## src/hdl/tqm_pkg.sv

```systemverilog
// Shared types, codes and field widths of the timer queue manager.
`default_nettype none

package tqm_pkg;

   localparam int CMD_W       = 2;
   localparam int TIME_W      = 48;
   localparam int IVL_W       = 32;
   localparam int TAG_W       = 16;
   localparam int STATUS_W    = 3;
   localparam int SLOT_OUT_W  = 4;
   localparam int MAX_EXPIRED = 16;
   localparam int ORDER_W     = $clog2(MAX_EXPIRED);
   localparam int NCNT_W      = ORDER_W + 1;

   typedef logic [CMD_W-1:0] cmd_type;

   localparam cmd_type CMD_ADD    = 2'd0;
   localparam cmd_type CMD_CANCEL = 2'd1;
   localparam cmd_type CMD_TICK   = 2'd2;

   typedef logic [STATUS_W-1:0] status_type;

   localparam status_type ST_ADDED     = 3'd0;
   localparam status_type ST_FULL      = 3'd1;
   localparam status_type ST_CANCELLED = 3'd2;
   localparam status_type ST_NOT_FOUND = 3'd3;
   localparam status_type ST_EXPIRED   = 3'd4;
   localparam status_type ST_TICK_DONE = 3'd5;

   typedef enum logic [4:0] {
      S_IDLE,
      S_DISPATCH,
      S_ADD_SCAN,
      S_ADD_RESULT,
      S_CAN_READ,
      S_CAN_CHECK,
      S_CAN_SCAN,
      S_CAN_RESULT,
      S_TK_SCAN,
      S_TK_PICK,
      S_TK_NEXT,
      S_TK_APPLY_RD,
      S_TK_APPLY_WR,
      S_TK_MIN,
      S_TK_EMIT_RD,
      S_TK_EMIT,
      S_TK_DONE
   } state_type;

   typedef enum logic [1:0] {
      RD_SCAN,
      RD_CANCEL,
      RD_ORDER
   } rd_sel_type;

   typedef enum logic [1:0] {
      RSP_ADD,
      RSP_CANCEL,
      RSP_EXPIRED,
      RSP_DONE
   } rsp_kind_type;

   typedef struct packed {
      logic         capture;
      logic         scan_req;
      logic         scan_due;
      rd_sel_type   rd_sel;
      logic         add_commit;
      logic         cancel_check;
      logic         tick_init;
      logic         pick;
      logic         k_clear;
      logic         k_inc;
      logic         apply_wr;
      logic         rsp_load;
      rsp_kind_type rsp_kind;
   } dp_cmd_type;

   typedef struct packed {
      cmd_type cmd;
      logic    scan_done;
      logic    due_found;
      logic    n_zero;
      logic    n_max;
      logic    k_last;
      logic    out_free;
   } dp_sts_type;

endpackage

`default_nettype wire

```

## src/hdl/timer_queue_manager_unit.sv

```systemverilog
// Top level of the timer queue manager: sequencer plus slot datapath.
//
// The block keeps a table of SLOTS timer slots. Each item on the req_ channel
// is one command: add a timer (expiry and repeat interval), cancel a timer
// (slot and tag), or tick with the current time. Each of these yields one or
// more items on the rsp_ channel; rsp_last marks the final one. A tick yields
// one expired item per due timer, in expiry order with ties to the lower slot,
// at most sixteen per tick, and then a tick-done item. Every result carries the
// earliest pending expiry after the whole command has been applied.
//
// Commands are handled one at a time; req_ready is high only while the block
// is idle. Timing is set by the slot scanner, which reads one slot per cycle
// from the slot tables' single read port. Each due timer of a tick is found
// by its own scan. The next command can be taken in the cycle after the last
// result of the previous one has been loaded.
//
// Reset clears all slots and the tag counter; no clearing pass is needed.
// If the receiver stalls, the result register holds its item and the block
// waits before loading the next one; a new command may be accepted while the
// last result of the previous one still waits.
`default_nettype none

module timer_queue_manager_unit #(
   parameter int SLOTS = 16
) (
   input  wire logic                            clock,
   input  wire logic                            reset,
   input  wire logic                            req_valid,
   output logic                                 req_ready,
   input  wire logic [tqm_pkg::CMD_W-1:0]       req_command,
   input  wire logic [tqm_pkg::TIME_W-1:0]      req_expiry_time,
   input  wire logic [tqm_pkg::IVL_W-1:0]       req_repeat_interval,
   input  wire logic [tqm_pkg::SLOT_OUT_W-1:0]  req_cancel_slot,
   input  wire logic [tqm_pkg::TAG_W-1:0]       req_cancel_tag,
   input  wire logic [tqm_pkg::TIME_W-1:0]      req_now_time,
   output logic                                 rsp_valid,
   input  wire logic                            rsp_ready,
   output logic [tqm_pkg::STATUS_W-1:0]         rsp_status,
   output logic [tqm_pkg::SLOT_OUT_W-1:0]       rsp_slot,
   output logic [tqm_pkg::TAG_W-1:0]            rsp_tag,
   output logic                                 rsp_rearmed,
   output logic                                 rsp_earliest_changed,
   output logic                                 rsp_next_valid,
   output logic [tqm_pkg::TIME_W-1:0]           rsp_next_expiry,
   output logic                                 rsp_last
);

   // Commands from the sequencer and status back from the datapath.
   tqm_pkg::dp_cmd_type dp_cmd;
   tqm_pkg::dp_sts_type dp_sts;

   tqm_ctrl u_ctrl (
      .clock     (clock),
      .reset     (reset),
      .req_valid (req_valid),
      .req_ready (req_ready),
      .sts       (dp_sts),
      .cmd       (dp_cmd)
   );

   tqm_dp #(
      .SLOTS (SLOTS)
   ) u_dp (
      .clock                (clock),
      .reset                (reset),
      .req_command          (req_command),
      .req_expiry_time      (req_expiry_time),
      .req_repeat_interval  (req_repeat_interval),
      .req_cancel_slot      (req_cancel_slot),
      .req_cancel_tag       (req_cancel_tag),
      .req_now_time         (req_now_time),
      .cmd                  (dp_cmd),
      .sts                  (dp_sts),
      .rsp_valid            (rsp_valid),
      .rsp_ready            (rsp_ready),
      .rsp_status           (rsp_status),
      .rsp_slot             (rsp_slot),
      .rsp_tag              (rsp_tag),
      .rsp_rearmed          (rsp_rearmed),
      .rsp_earliest_changed (rsp_earliest_changed),
      .rsp_next_valid       (rsp_next_valid),
      .rsp_next_expiry      (rsp_next_expiry),
      .rsp_last             (rsp_last)
   );

endmodule

`default_nettype wire

```

## src/hdl/tqm_ctrl.sv

```systemverilog
// Command sequencer of the timer queue manager.
`default_nettype none

module tqm_ctrl (
   input  wire logic               clock,
   input  wire logic               reset,
   input  wire logic               req_valid,
   output logic                    req_ready,
   input  wire tqm_pkg::dp_sts_type sts,
   output tqm_pkg::dp_cmd_type     cmd
);

   tqm_pkg::state_type state_ff;
   tqm_pkg::state_type state_in;

   always_ff @(posedge clock) begin
      if (reset) begin
         state_ff <= tqm_pkg::S_IDLE;
      end else begin
         state_ff <= state_in;
      end
   end

   always_comb begin
      state_in = state_ff;
      unique case (state_ff)
         tqm_pkg::S_IDLE: begin
            if (req_valid) state_in = tqm_pkg::S_DISPATCH;
         end
         tqm_pkg::S_DISPATCH: begin
            case (sts.cmd)
               tqm_pkg::CMD_ADD:    state_in = tqm_pkg::S_ADD_SCAN;
               tqm_pkg::CMD_CANCEL: state_in = tqm_pkg::S_CAN_READ;
               tqm_pkg::CMD_TICK:   state_in = tqm_pkg::S_TK_SCAN;
               default:             state_in = tqm_pkg::S_IDLE;
            endcase
         end
         tqm_pkg::S_ADD_SCAN: begin
            if (sts.scan_done) state_in = tqm_pkg::S_ADD_RESULT;
         end
         tqm_pkg::S_ADD_RESULT: begin
            if (sts.out_free) state_in = tqm_pkg::S_IDLE;
         end
         tqm_pkg::S_CAN_READ:  state_in = tqm_pkg::S_CAN_CHECK;
         tqm_pkg::S_CAN_CHECK: state_in = tqm_pkg::S_CAN_SCAN;
         tqm_pkg::S_CAN_SCAN: begin
            if (sts.scan_done) state_in = tqm_pkg::S_CAN_RESULT;
         end
         tqm_pkg::S_CAN_RESULT: begin
            if (sts.out_free) state_in = tqm_pkg::S_IDLE;
         end
         tqm_pkg::S_TK_SCAN: begin
            if (sts.scan_done) state_in = tqm_pkg::S_TK_PICK;
         end
         tqm_pkg::S_TK_PICK: state_in = tqm_pkg::S_TK_NEXT;
         tqm_pkg::S_TK_NEXT: begin
            if (sts.due_found && !sts.n_max) begin
               state_in = tqm_pkg::S_TK_SCAN;
            end else if (sts.n_zero) begin
               state_in = tqm_pkg::S_TK_MIN;
            end else begin
               state_in = tqm_pkg::S_TK_APPLY_RD;
            end
         end
         tqm_pkg::S_TK_APPLY_RD: state_in = tqm_pkg::S_TK_APPLY_WR;
         tqm_pkg::S_TK_APPLY_WR: begin
            state_in = sts.k_last ? tqm_pkg::S_TK_MIN : tqm_pkg::S_TK_APPLY_RD;
         end
         tqm_pkg::S_TK_MIN: begin
            if (sts.scan_done) begin
               state_in = sts.n_zero ? tqm_pkg::S_TK_DONE : tqm_pkg::S_TK_EMIT_RD;
            end
         end
         tqm_pkg::S_TK_EMIT_RD: state_in = tqm_pkg::S_TK_EMIT;
         tqm_pkg::S_TK_EMIT: begin
            if (sts.out_free) begin
               state_in = sts.k_last ? tqm_pkg::S_TK_DONE : tqm_pkg::S_TK_EMIT_RD;
            end
         end
         tqm_pkg::S_TK_DONE: begin
            if (sts.out_free) state_in = tqm_pkg::S_IDLE;
         end
         default: state_in = tqm_pkg::S_IDLE;
      endcase
   end

   always_comb begin
      cmd          = '0;
      cmd.rd_sel   = tqm_pkg::RD_SCAN;
      cmd.rsp_kind = tqm_pkg::RSP_DONE;
      req_ready    = 1'b0;
      unique case (state_ff)
         tqm_pkg::S_IDLE: begin
            req_ready   = 1'b1;
            cmd.capture = req_valid;
         end
         tqm_pkg::S_DISPATCH: begin
            cmd.tick_init = (sts.cmd == tqm_pkg::CMD_TICK);
         end
         tqm_pkg::S_ADD_SCAN: begin
            cmd.scan_req = 1'b1;
         end
         tqm_pkg::S_ADD_RESULT: begin
            cmd.add_commit = sts.out_free;
            cmd.rsp_load   = sts.out_free;
            cmd.rsp_kind   = tqm_pkg::RSP_ADD;
         end
         tqm_pkg::S_CAN_READ: begin
            cmd.rd_sel = tqm_pkg::RD_CANCEL;
         end
         tqm_pkg::S_CAN_CHECK: begin
            cmd.rd_sel       = tqm_pkg::RD_CANCEL;
            cmd.cancel_check = 1'b1;
         end
         tqm_pkg::S_CAN_SCAN: begin
            cmd.scan_req = 1'b1;
         end
         tqm_pkg::S_CAN_RESULT: begin
            cmd.rsp_load = sts.out_free;
            cmd.rsp_kind = tqm_pkg::RSP_CANCEL;
         end
         tqm_pkg::S_TK_SCAN: begin
            cmd.scan_req = 1'b1;
            cmd.scan_due = 1'b1;
         end
         tqm_pkg::S_TK_PICK: begin
            cmd.pick = sts.due_found;
         end
         tqm_pkg::S_TK_NEXT: begin
            cmd.k_clear = 1'b1;
         end
         tqm_pkg::S_TK_APPLY_RD: begin
            cmd.rd_sel = tqm_pkg::RD_ORDER;
         end
         tqm_pkg::S_TK_APPLY_WR: begin
            cmd.rd_sel   = tqm_pkg::RD_ORDER;
            cmd.apply_wr = 1'b1;
            cmd.k_inc    = !sts.k_last;
         end
         tqm_pkg::S_TK_MIN: begin
            cmd.scan_req = 1'b1;
            cmd.k_clear  = 1'b1;
         end
         tqm_pkg::S_TK_EMIT_RD: begin
            cmd.rd_sel = tqm_pkg::RD_ORDER;
         end
         tqm_pkg::S_TK_EMIT: begin
            cmd.rd_sel   = tqm_pkg::RD_ORDER;
            cmd.rsp_load = sts.out_free;
            cmd.rsp_kind = tqm_pkg::RSP_EXPIRED;
            cmd.k_inc    = sts.out_free && !sts.k_last;
         end
         tqm_pkg::S_TK_DONE: begin
            cmd.rsp_load = sts.out_free;
            cmd.rsp_kind = tqm_pkg::RSP_DONE;
         end
         default: begin
            cmd.rd_sel = tqm_pkg::RD_SCAN;
         end
      endcase
   end

endmodule

`default_nettype wire

```

## src/hdl/tqm_dp.sv

```systemverilog
// Slot tables, slot scanner, expiry order list and result register.
`default_nettype none

module tqm_dp #(
   parameter int SLOTS = 16
) (
   input  wire logic                                clock,
   input  wire logic                                reset,
   input  wire logic [tqm_pkg::CMD_W-1:0]           req_command,
   input  wire logic [tqm_pkg::TIME_W-1:0]          req_expiry_time,
   input  wire logic [tqm_pkg::IVL_W-1:0]           req_repeat_interval,
   input  wire logic [tqm_pkg::SLOT_OUT_W-1:0]      req_cancel_slot,
   input  wire logic [tqm_pkg::TAG_W-1:0]           req_cancel_tag,
   input  wire logic [tqm_pkg::TIME_W-1:0]          req_now_time,
   input  wire tqm_pkg::dp_cmd_type                 cmd,
   output tqm_pkg::dp_sts_type                      sts,
   output logic                                     rsp_valid,
   input  wire logic                                rsp_ready,
   output logic [tqm_pkg::STATUS_W-1:0]             rsp_status,
   output logic [tqm_pkg::SLOT_OUT_W-1:0]           rsp_slot,
   output logic [tqm_pkg::TAG_W-1:0]                rsp_tag,
   output logic                                     rsp_rearmed,
   output logic                                     rsp_earliest_changed,
   output logic                                     rsp_next_valid,
   output logic [tqm_pkg::TIME_W-1:0]               rsp_next_expiry,
   output logic                                     rsp_last
);

   localparam int SLOT_W = $clog2(SLOTS);
   localparam int CS_W   = ((SLOT_W > tqm_pkg::SLOT_OUT_W) ? SLOT_W : tqm_pkg::SLOT_OUT_W) + 1;
   localparam logic [SLOT_W-1:0] LAST_SLOT = SLOT_W'(SLOTS - 1);
   localparam logic [tqm_pkg::TIME_W-1:0] TIME_MAX = '1;

   // Captured command fields.
   tqm_pkg::cmd_type                 cmd_ff;
   logic [tqm_pkg::TIME_W-1:0]       add_exp_ff;
   logic [tqm_pkg::IVL_W-1:0]        add_ivl_ff;
   logic [tqm_pkg::SLOT_OUT_W-1:0]   cslot_ff;
   logic [tqm_pkg::TAG_W-1:0]        ctag_ff;
   logic [tqm_pkg::TIME_W-1:0]       now_ff;

   always_ff @(posedge clock) begin
      if (cmd.capture) begin
         cmd_ff     <= req_command;
         add_exp_ff <= req_expiry_time;
         add_ivl_ff <= req_repeat_interval;
         cslot_ff   <= req_cancel_slot;
         ctag_ff    <= req_cancel_tag;
         now_ff     <= req_now_time;
      end
   end

   // Slot tables.
   logic [tqm_pkg::TIME_W-1:0] exp_mem [SLOTS];
   logic [tqm_pkg::IVL_W-1:0]  ivl_mem [SLOTS];
   logic [tqm_pkg::TAG_W-1:0]  tag_mem [SLOTS];
   logic [tqm_pkg::TIME_W-1:0] exp_rd_ff;
   logic [tqm_pkg::IVL_W-1:0]  ivl_rd_ff;
   logic [tqm_pkg::TAG_W-1:0]  tag_rd_ff;

   logic [SLOTS-1:0] valid_ff;
   logic [SLOTS-1:0] valid_in;
   logic [SLOTS-1:0] chosen_ff;
   logic [tqm_pkg::TAG_W-1:0] tag_ctr_ff;

   // Scanner: one slot read per cycle, evaluated in the cycle after its read.
   logic              scan_run_ff;
   logic [SLOT_W-1:0] scan_idx_ff;
   logic              pv_ff;
   logic [SLOT_W-1:0] pidx_ff;
   logic              scan_start;
   logic              scan_done;

   logic                        best_any_ff, best_any_in;
   logic [tqm_pkg::TIME_W-1:0]  best_val_ff, best_val_in;
   logic [SLOT_W-1:0]           best_idx_ff, best_idx_in;
   logic                        free_any_ff, free_any_in;
   logic [SLOT_W-1:0]           free_idx_ff, free_idx_in;
   logic                        cand;

   // Expiry order list of the current tick.
   logic [SLOT_W-1:0]              order_ff [tqm_pkg::MAX_EXPIRED];
   logic [tqm_pkg::NCNT_W-1:0]     n_ff;
   logic [tqm_pkg::ORDER_W-1:0]    k_ff;
   logic [SLOT_W-1:0]              order_slot;

   logic [CS_W-1:0]   cs_ext;
   logic              cs_in_range;
   logic [SLOT_W-1:0] cidx;
   logic              hit_ff;
   logic              hit;

   logic [SLOT_W-1:0]            rd_addr;
   logic [SLOT_W-1:0]            wr_addr;
   logic                         exp_we;
   logic                         add_we;
   logic [tqm_pkg::TIME_W-1:0]   exp_wdata;
   logic                         periodic;
   logic [tqm_pkg::TIME_W:0]     rearm_sum;
   logic [tqm_pkg::TIME_W-1:0]   rearm_val;
   logic                         add_early;
   logic [tqm_pkg::TIME_W-1:0]   add_next;

   assign order_slot  = order_ff[k_ff];
   assign cs_ext      = CS_W'(cslot_ff);
   assign cs_in_range = cs_ext < CS_W'(SLOTS);
   assign cidx        = cs_ext[SLOT_W-1:0];
   assign hit         = cs_in_range && valid_ff[cidx] && (tag_rd_ff == ctag_ff);
   assign periodic    = ivl_rd_ff != '0;
   assign rearm_sum   = {1'b0, now_ff} + (tqm_pkg::TIME_W + 1)'(ivl_rd_ff);
   assign rearm_val   = rearm_sum[tqm_pkg::TIME_W] ? TIME_MAX
                                                   : rearm_sum[tqm_pkg::TIME_W-1:0];
   assign add_early   = !best_any_ff || (add_exp_ff < best_val_ff);
   assign add_next    = add_early ? add_exp_ff : best_val_ff;

   always_comb begin
      unique case (cmd.rd_sel)
         tqm_pkg::RD_SCAN:   rd_addr = scan_idx_ff;
         tqm_pkg::RD_CANCEL: rd_addr = cidx;
         tqm_pkg::RD_ORDER:  rd_addr = order_slot;
         default:            rd_addr = scan_idx_ff;
      endcase
   end

   assign add_we    = cmd.add_commit && free_any_ff;
   assign exp_we    = add_we || (cmd.apply_wr && periodic);
   assign wr_addr   = cmd.add_commit ? free_idx_ff : order_slot;
   assign exp_wdata = cmd.add_commit ? add_exp_ff : rearm_val;

   always_ff @(posedge clock) begin
      if (exp_we) exp_mem[wr_addr] <= exp_wdata;
      if (add_we) begin
         ivl_mem[wr_addr] <= add_ivl_ff;
         tag_mem[wr_addr] <= tag_ctr_ff;
      end
      exp_rd_ff <= exp_mem[rd_addr];
      ivl_rd_ff <= ivl_mem[rd_addr];
      tag_rd_ff <= tag_mem[rd_addr];
   end

   always_comb begin
      valid_in = valid_ff;
      if (add_we) valid_in[free_idx_ff] = 1'b1;
      if (cmd.cancel_check && hit) valid_in[cidx] = 1'b0;
      if (cmd.apply_wr && !periodic) valid_in[order_slot] = 1'b0;
   end

   always_ff @(posedge clock) begin
      if (reset) begin
         valid_ff   <= '0;
         tag_ctr_ff <= '0;
      end else begin
         valid_ff <= valid_in;
         if (add_we) tag_ctr_ff <= tag_ctr_ff + 1'b1;
      end
   end

   always_ff @(posedge clock) begin
      if (cmd.tick_init) begin
         chosen_ff <= '0;
      end else if (cmd.pick) begin
         chosen_ff[best_idx_ff] <= 1'b1;
      end
      if (cmd.cancel_check) hit_ff <= hit;
   end

   // Scanner control.
   assign scan_start = cmd.scan_req && !scan_run_ff && !pv_ff;
   assign scan_done  = pv_ff && (pidx_ff == LAST_SLOT);

   always_ff @(posedge clock) begin
      if (reset) begin
         scan_run_ff <= 1'b0;
         pv_ff       <= 1'b0;
      end else begin
         if (scan_start) begin
            scan_run_ff <= 1'b1;
         end else if (scan_run_ff && scan_idx_ff == LAST_SLOT) begin
            scan_run_ff <= 1'b0;
         end
         pv_ff <= scan_run_ff;
      end
   end

   always_ff @(posedge clock) begin
      if (scan_start) begin
         scan_idx_ff <= '0;
      end else if (scan_run_ff) begin
         scan_idx_ff <= scan_idx_ff + 1'b1;
      end
      pidx_ff <= scan_idx_ff;
   end

   // A due scan looks only at unchosen slots at or before now. Ascending
   // order with a strict compare gives ties to the lower slot.
   assign cand = valid_ff[pidx_ff] &&
                 (!cmd.scan_due || (!chosen_ff[pidx_ff] && exp_rd_ff <= now_ff));

   always_comb begin
      best_any_in = best_any_ff;
      best_val_in = best_val_ff;
      best_idx_in = best_idx_ff;
      free_any_in = free_any_ff;
      free_idx_in = free_idx_ff;
      if (scan_start) begin
         best_any_in = 1'b0;
         free_any_in = 1'b0;
      end else if (pv_ff) begin
         if (cand && (!best_any_ff || exp_rd_ff < best_val_ff)) begin
            best_any_in = 1'b1;
            best_val_in = exp_rd_ff;
            best_idx_in = pidx_ff;
         end
         if (!valid_ff[pidx_ff] && !free_any_ff) begin
            free_any_in = 1'b1;
            free_idx_in = pidx_ff;
         end
      end
   end

   always_ff @(posedge clock) begin
      if (reset) begin
         best_any_ff <= 1'b0;
         free_any_ff <= 1'b0;
      end else begin
         best_any_ff <= best_any_in;
         free_any_ff <= free_any_in;
      end
      best_val_ff <= best_val_in;
      best_idx_ff <= best_idx_in;
      free_idx_ff <= free_idx_in;
   end

   // Order list and counters.
   always_ff @(posedge clock) begin
      if (cmd.pick) order_ff[n_ff[tqm_pkg::ORDER_W-1:0]] <= best_idx_ff;
   end

   always_ff @(posedge clock) begin
      if (reset) begin
         n_ff <= '0;
         k_ff <= '0;
      end else begin
         if (cmd.tick_init) begin
            n_ff <= '0;
         end else if (cmd.pick) begin
            n_ff <= n_ff + 1'b1;
         end
         if (cmd.k_clear) begin
            k_ff <= '0;
         end else if (cmd.k_inc) begin
            k_ff <= k_ff + 1'b1;
         end
      end
   end

   // Result register.
   logic                              rsp_valid_ff;
   logic [tqm_pkg::STATUS_W-1:0]      status_ff, status_in;
   logic [tqm_pkg::SLOT_OUT_W-1:0]    slot_ff, slot_in;
   logic [tqm_pkg::TAG_W-1:0]         tag_ff, tag_in;
   logic                              rearmed_ff, rearmed_in;
   logic                              early_ff, early_in;
   logic                              nvalid_ff, nvalid_in;
   logic [tqm_pkg::TIME_W-1:0]        nexp_ff, nexp_in;
   logic                              last_ff, last_in;

   always_comb begin
      status_in  = tqm_pkg::ST_TICK_DONE;
      slot_in    = '0;
      tag_in     = '0;
      rearmed_in = 1'b0;
      early_in   = 1'b0;
      last_in    = 1'b1;
      nvalid_in  = best_any_ff;
      nexp_in    = best_any_ff ? best_val_ff : '0;
      case (cmd.rsp_kind)
         tqm_pkg::RSP_ADD: begin
            if (free_any_ff) begin
               status_in = tqm_pkg::ST_ADDED;
               slot_in   = tqm_pkg::SLOT_OUT_W'(free_idx_ff);
               tag_in    = tag_ctr_ff;
               early_in  = add_early;
               nvalid_in = 1'b1;
               nexp_in   = add_next;
            end else begin
               status_in = tqm_pkg::ST_FULL;
            end
         end
         tqm_pkg::RSP_CANCEL: begin
            status_in = hit_ff ? tqm_pkg::ST_CANCELLED : tqm_pkg::ST_NOT_FOUND;
            slot_in   = cslot_ff;
            tag_in    = ctag_ff;
         end
         tqm_pkg::RSP_EXPIRED: begin
            status_in  = tqm_pkg::ST_EXPIRED;
            slot_in    = tqm_pkg::SLOT_OUT_W'(order_slot);
            tag_in     = tag_rd_ff;
            rearmed_in = periodic;
            last_in    = 1'b0;
         end
         default: begin
            status_in = tqm_pkg::ST_TICK_DONE;
         end
      endcase
   end

   always_ff @(posedge clock) begin
      if (reset) begin
         rsp_valid_ff <= 1'b0;
      end else if (cmd.rsp_load) begin
         rsp_valid_ff <= 1'b1;
      end else if (rsp_ready) begin
         rsp_valid_ff <= 1'b0;
      end
      if (cmd.rsp_load) begin
         status_ff  <= status_in;
         slot_ff    <= slot_in;
         tag_ff     <= tag_in;
         rearmed_ff <= rearmed_in;
         early_ff   <= early_in;
         nvalid_ff  <= nvalid_in;
         nexp_ff    <= nexp_in;
         last_ff    <= last_in;
      end
   end

   assign rsp_valid            = rsp_valid_ff;
   assign rsp_status           = status_ff;
   assign rsp_slot             = slot_ff;
   assign rsp_tag              = tag_ff;
   assign rsp_rearmed          = rearmed_ff;
   assign rsp_earliest_changed = early_ff;
   assign rsp_next_valid       = nvalid_ff;
   assign rsp_next_expiry      = nexp_ff;
   assign rsp_last             = last_ff;

   always_comb begin
      sts           = '0;
      sts.cmd       = cmd_ff;
      sts.scan_done = scan_done;
      sts.due_found = best_any_ff;
      sts.n_zero    = (n_ff == '0);
      sts.n_max     = (n_ff == tqm_pkg::NCNT_W'(tqm_pkg::MAX_EXPIRED));
      sts.k_last    = ((tqm_pkg::NCNT_W'(k_ff) + tqm_pkg::NCNT_W'(1)) == n_ff);
      sts.out_free  = !rsp_valid_ff || rsp_ready;
   end

endmodule

`default_nettype wire

```

## config.mk

```make
export PLATFORM = sky130hd
export DESIGN_NAME = timer_queue_manager_unit
export DESIGN_NICKNAME = d
export VERILOG_FILES = /design/src/hdl/tqm_pkg.sv /design/src/hdl/timer_queue_manager_unit.sv /design/src/hdl/tqm_ctrl.sv /design/src/hdl/tqm_dp.sv
export SDC_FILE = /design/constraint.sdc
export NUM_CORES = 2
export LEC_CHECK = 0
export BUFFER_PORTS_ARGS = -buffer_cell sky130_fd_sc_hd__clkbuf_2
export CORE_MARGIN = 3
export CORE_UTILIZATION = 34
export DETAILED_ROUTE_END_ITERATION = 12
export GPL_TIMING_DRIVEN = 0
export MAX_ROUTING_LAYER = met4
export PLACE_DENSITY = 0.52
export SYNTH_ARGS = -nofsm -noshare
export SYNTH_HDL_FRONTEND = slang
export SYNTH_HIERARCHICAL = 1
export SYNTH_SLANG_ARGS = --single-unit
```

## constraint.sdc

```tcl
create_clock -name clock -period 8.15 [get_ports clock]
set_input_delay 1.63 -clock clock [delete_from_list [all_inputs] [get_ports clock]]
set_output_delay 1.63 -clock clock [all_outputs]
set_load 0.03 [all_outputs]
```

==> out/qor.json <==
{
  "synth.top_cell.area_share_pct": 68.8,
  "final.fill_count": 22044,
  "cts_root_buffer": "sky130_fd_sc_hd__clkbuf_16",
  "syn-cell-area_mm2": 0.0821,
  "cts_inserted_buffers": 213,
  "initial_antenna_violation_count": 16,
  "synth.cells.most_frequent": "sky130_fd_sc_hd__edfxtp_1, sky130_fd_sc_hd__nand2_1, sky130_fd_sc_hd__o22ai_1",
  "synth.yosys.seq_area_share_pct": 73.1,
  "global_route_usage_over_all_layers_pct": 21.3,
  "ir_worst_vdd_mv": 0.247,
  "fmax_mhz": 163,
  "rows": 179,
  "chipHeight_um": 497,
  "layout.cells.non_filler": 9341,
  "status": "finished with violations",
  "critical_path_required_ns": 8.60,
  "detailroute.via_count": 51116,
  "placeableCoreArea_mm2": 0.239,
  "grt_pass1_vias": 50683,
  "fp.dieArea_mm2": 0.247,
  "detail_route.wl_per_cell_um": 28.2,
  "hold_buffers": 0,
  "flip_flop_cell_with_the_highest_count_after_synthesis": "sky130_fd_sc_hd__edfxtp_1",
  "ioPinCount": 231,
  "timing.critical_path.max_delay_family": "buffers and inverters",
  "placement.io_buffers": 230,
  "tritoncts": "done",
  "critical_path.max_stage_delay_ns": 1.08,
  "antenna_violating_nets_post_route": 1,
  "syn_to_final_growth_pct": 17.0,
  "timing_max_transition_violations_final": 0,
  "synth-edff-count": 1882,
  "synth_most_common_cell": "sky130_fd_sc_hd__edfxtp_1",
  "skew_ns": 0.0304,
  "period_needed_ns": 6.15,
  "die_w_um": 497,
  "synth_seq_cells": 2057,
  "cap_viol_max_count": 0,
  "path_max_fanout": 16,
  "clock_buffer_depth": 3,
  "synth_area_leaders": "sky130_fd_sc_hd__edfxtp_1, sky130_fd_sc_hd__dfxtp_1, sky130_fd_sc_hd__ha_1, sky130_fd_sc_hd__mux2i_1, sky130_fd_sc_hd__nand2_1",
  "pin_count_of_the_biggest_net_entering_global_routing": 58,
  "remaining_drc_errors": 0,
  "worstSetupPathType": "in -> reg",
  "grt_first_pass_wirelength_mm": 372,
  "syn_avg_cell_area_um2": 15.1,
  "ys.warnings.count": 6,
  "synthDistinctLibCells": 81,
  "synth_area_leader_cell": "sky130_fd_sc_hd__edfxtp_1",
  "worstSetupEndpointType": "flip-flop",
  "clock_tree.htree_level_count": 4,
  "globalplace.congestion": 0.895,
  "finalSetupViolCount": 0,
  "dpl.hpwl_mm": 185,
  "critical_path.most_common_cell": "sky130_fd_sc_hd__clkbuf_1",
  "area.sequential_mm2": 0.0600,
  "worstPathCellList": "clkbuf_2 > nand2b_1 > nand2_1 > nor3_1 > clkbuf_1 > clkbuf_1 > clkbuf_1 > nor3_1 > a21oi_1",
  "worst_setup_path_start_kind": "primary input",
  "multi_input_area_mm2": 0.0205,
  "cts_sinks": 2057,
  "initial_util_pct": 34.4,
  "max_slew.worst_pin.slew_ns": 1.37,
  "worst_min_delay_path_category": "reg -> reg",
  "p_per_area_mw_per_mm2": 364,
  "worst-endpoint-arrival_ns": 6.60,
  "total_power_mw": 34.9,
  "violations": "antenna violations",
  "route.final.wire_length_mm": 263,
  "grt_setup_unrepaired": "no",
  "cts_setup_buffers": 0,
  "leakage_nw": 33.4,
  "cts.reportedPaths.clkPinSlew_ns": 0.06,
  "clk_latency_ns": 0.85,
  "netlist_instances": 5441,
  "cp_slowest_cell": "sky130_fd_sc_hd__a21oi_1",
  "drt_initial_violations": 5062,
  "globalRoute.totalOverflow": 0,
  "syn_nets": 5779,
  "slew-limit-headroom_pct": 7.07,
  "number_of_cells_in_the_design_after_placement": 8926,
  "drive_above_1_share_pct": 14.3,
  "timing.final.hold_violations": 0,
  "first_pass_iters": 6,
  "post_cts.resized_instances": 0,
  "final_net_count": 6312,
  "via_per_inst": 5.47,
  "period_utilization_pct": 75.4,
  "synth-async-reset-ratio_pct": 0,
  "crit_buf_inv": 4
}
[registers in the layout (all words and copies together) (netlist names), 32 cells and up, named ones only]
signal and count:
u_dp/exp_mem 768, u_dp/ivl_mem 512, u_dp/tag_mem 256, u_dp/order_ff 64, u_dp/add_exp_ff 48, u_dp/best_val_ff 48, u_dp/exp_rd_ff 48, u_dp/now_ff 48
u_dp/rsp_next_expiry 48, u_dp/add_ivl_ff 32, u_dp/ivl_rd_ff 32
[cell type report]
cell class | instances | share of cell area (%)
Antenna cell | 13 | 0.0339
Clock inverter | 98 | 0.887
Timing Repair Buffer | 318 | 2.89
Clock buffer | 304 | 6.22
Buffer | 310 | 1.48
Sequential cell | 2057 | 62.5
Multi-Input combinational cell | 2937 | 21.3
Inverter | 137 | 0.535
Tap cell | 3167 | 4.13
[placed cells by master (no fill, tap or decap), types with 19 or more instances in the layout]
master                         n
sky130_fd_sc_hd__clkinv_1     26
sky130_fd_sc_hd__a31oi_1     105
sky130_fd_sc_hd__nand4_1      46
sky130_fd_sc_hd__clkbuf_16   217
sky130_fd_sc_hd__nand2b_1     23
sky130_fd_sc_hd__a21oi_1     150
sky130_fd_sc_hd__xor2_1       36
sky130_fd_sc_hd__nor4_1       19
sky130_fd_sc_hd__buf_4        32
sky130_fd_sc_hd__nand2_1     536
sky130_fd_sc_hd__mux4_2       30
sky130_fd_sc_hd__a21o_1       47
sky130_fd_sc_hd__clkbuf_2    232
sky130_fd_sc_hd__o21ai_0      78
sky130_fd_sc_hd__clkbuf_8     22
sky130_fd_sc_hd__nor2_4       32
sky130_fd_sc_hd__ha_1        183
sky130_fd_sc_hd__nor2b_1      37
sky130_fd_sc_hd__xnor2_1      44
sky130_fd_sc_hd__a211o_1      97
sky130_fd_sc_hd__o311ai_1     95
sky130_fd_sc_hd__clkbuf_1    219
sky130_fd_sc_hd__edfxtp_1   1882
sky130_fd_sc_hd__nor3_1       52
sky130_fd_sc_hd__a32o_1       49
sky130_fd_sc_hd__dfxtp_1     175
sky130_fd_sc_hd__clkinv_2     37
sky130_fd_sc_hd__mux2i_1     201
sky130_fd_sc_hd__a211oi_1    120
sky130_fd_sc_hd__inv_1       135
sky130_fd_sc_hd__and3_1      114
sky130_fd_sc_hd__buf_12       57
sky130_fd_sc_hd__nand3_1     135
sky130_fd_sc_hd__buf_2       112
sky130_fd_sc_hd__nor2_1      139
sky130_fd_sc_hd__o22ai_1     290
sky130_fd_sc_hd__o22a_1       96
[layer usage]
metal / global-route usage, % / share of wire [%] / up-vias
met3: 3.26 / 6.4 / 375
met2: 34.1 / 48 / 1855
met5: - / 0 / -
met4: 7.15 / 3.4 / 0
li1: - / - / 22556
met1: 27.9 / 42 / 26330
[per-stage QoR]
stage | hold slack [ns] | TNS (ns) | worst slack [ns] | cell area (µm²) | util [%]
final | 0.415 | 0 | 2.00 | 96000 | 40.2
after global routing | 0.429 | 0 | 1.83 | 96000 | 40.2
after CTS | 0.411 | 0 | 2.00 | 96000 | 40.2
after detailed placement | 0.403 | 0 | 1.10 | 89200 | 37.3
after global placement | 0.397 | -1952.23 | -6.88 | 87200 | 36.5
after floorplan | 0.379 | 0 | 1.33 | 82100 | -
[worst paths after layout]
| kind | endpoint | start | slack, ns | cells after the start |
|---|---|---|---|---|
| min | u_dp/pidx_ff[1] | u_dp/scan_idx_ff[1] | 0.41 | 0 |
| max reg2reg | u_dp/exp_mem[3][24] | u_ctrl/state_ff[1] | 2.03 | 10 |
| min reg2reg | u_dp/pidx_ff[1] | u_dp/scan_idx_ff[1] | 0.41 | 0 |
| max | u_dp/exp_mem[3][24] | rsp_ready | 2.00 | 9 |
[cells by family after synthesis]
family | count (synthesis) | synth area share, %
AOI/OAI and AO/OA | 1249 | 10.8
xor gates and xnor gates | 80 | 0.853
adders and majority gates | 184 | 2.81
buffers and inverters | 447 | 2.36
DFF | 2057 | 73.1
muxes | 236 | 3.34
and+or+nand+nor | 1188 | 6.69
[power breakdown]
group          switching [mW]  internal (mW)
logic                    7.30           3.14
clock network            4.13           5.34
registers               0.976           14.0
total                    12.4           22.5
Note: power is estimated with default switching activity, not from simulation.
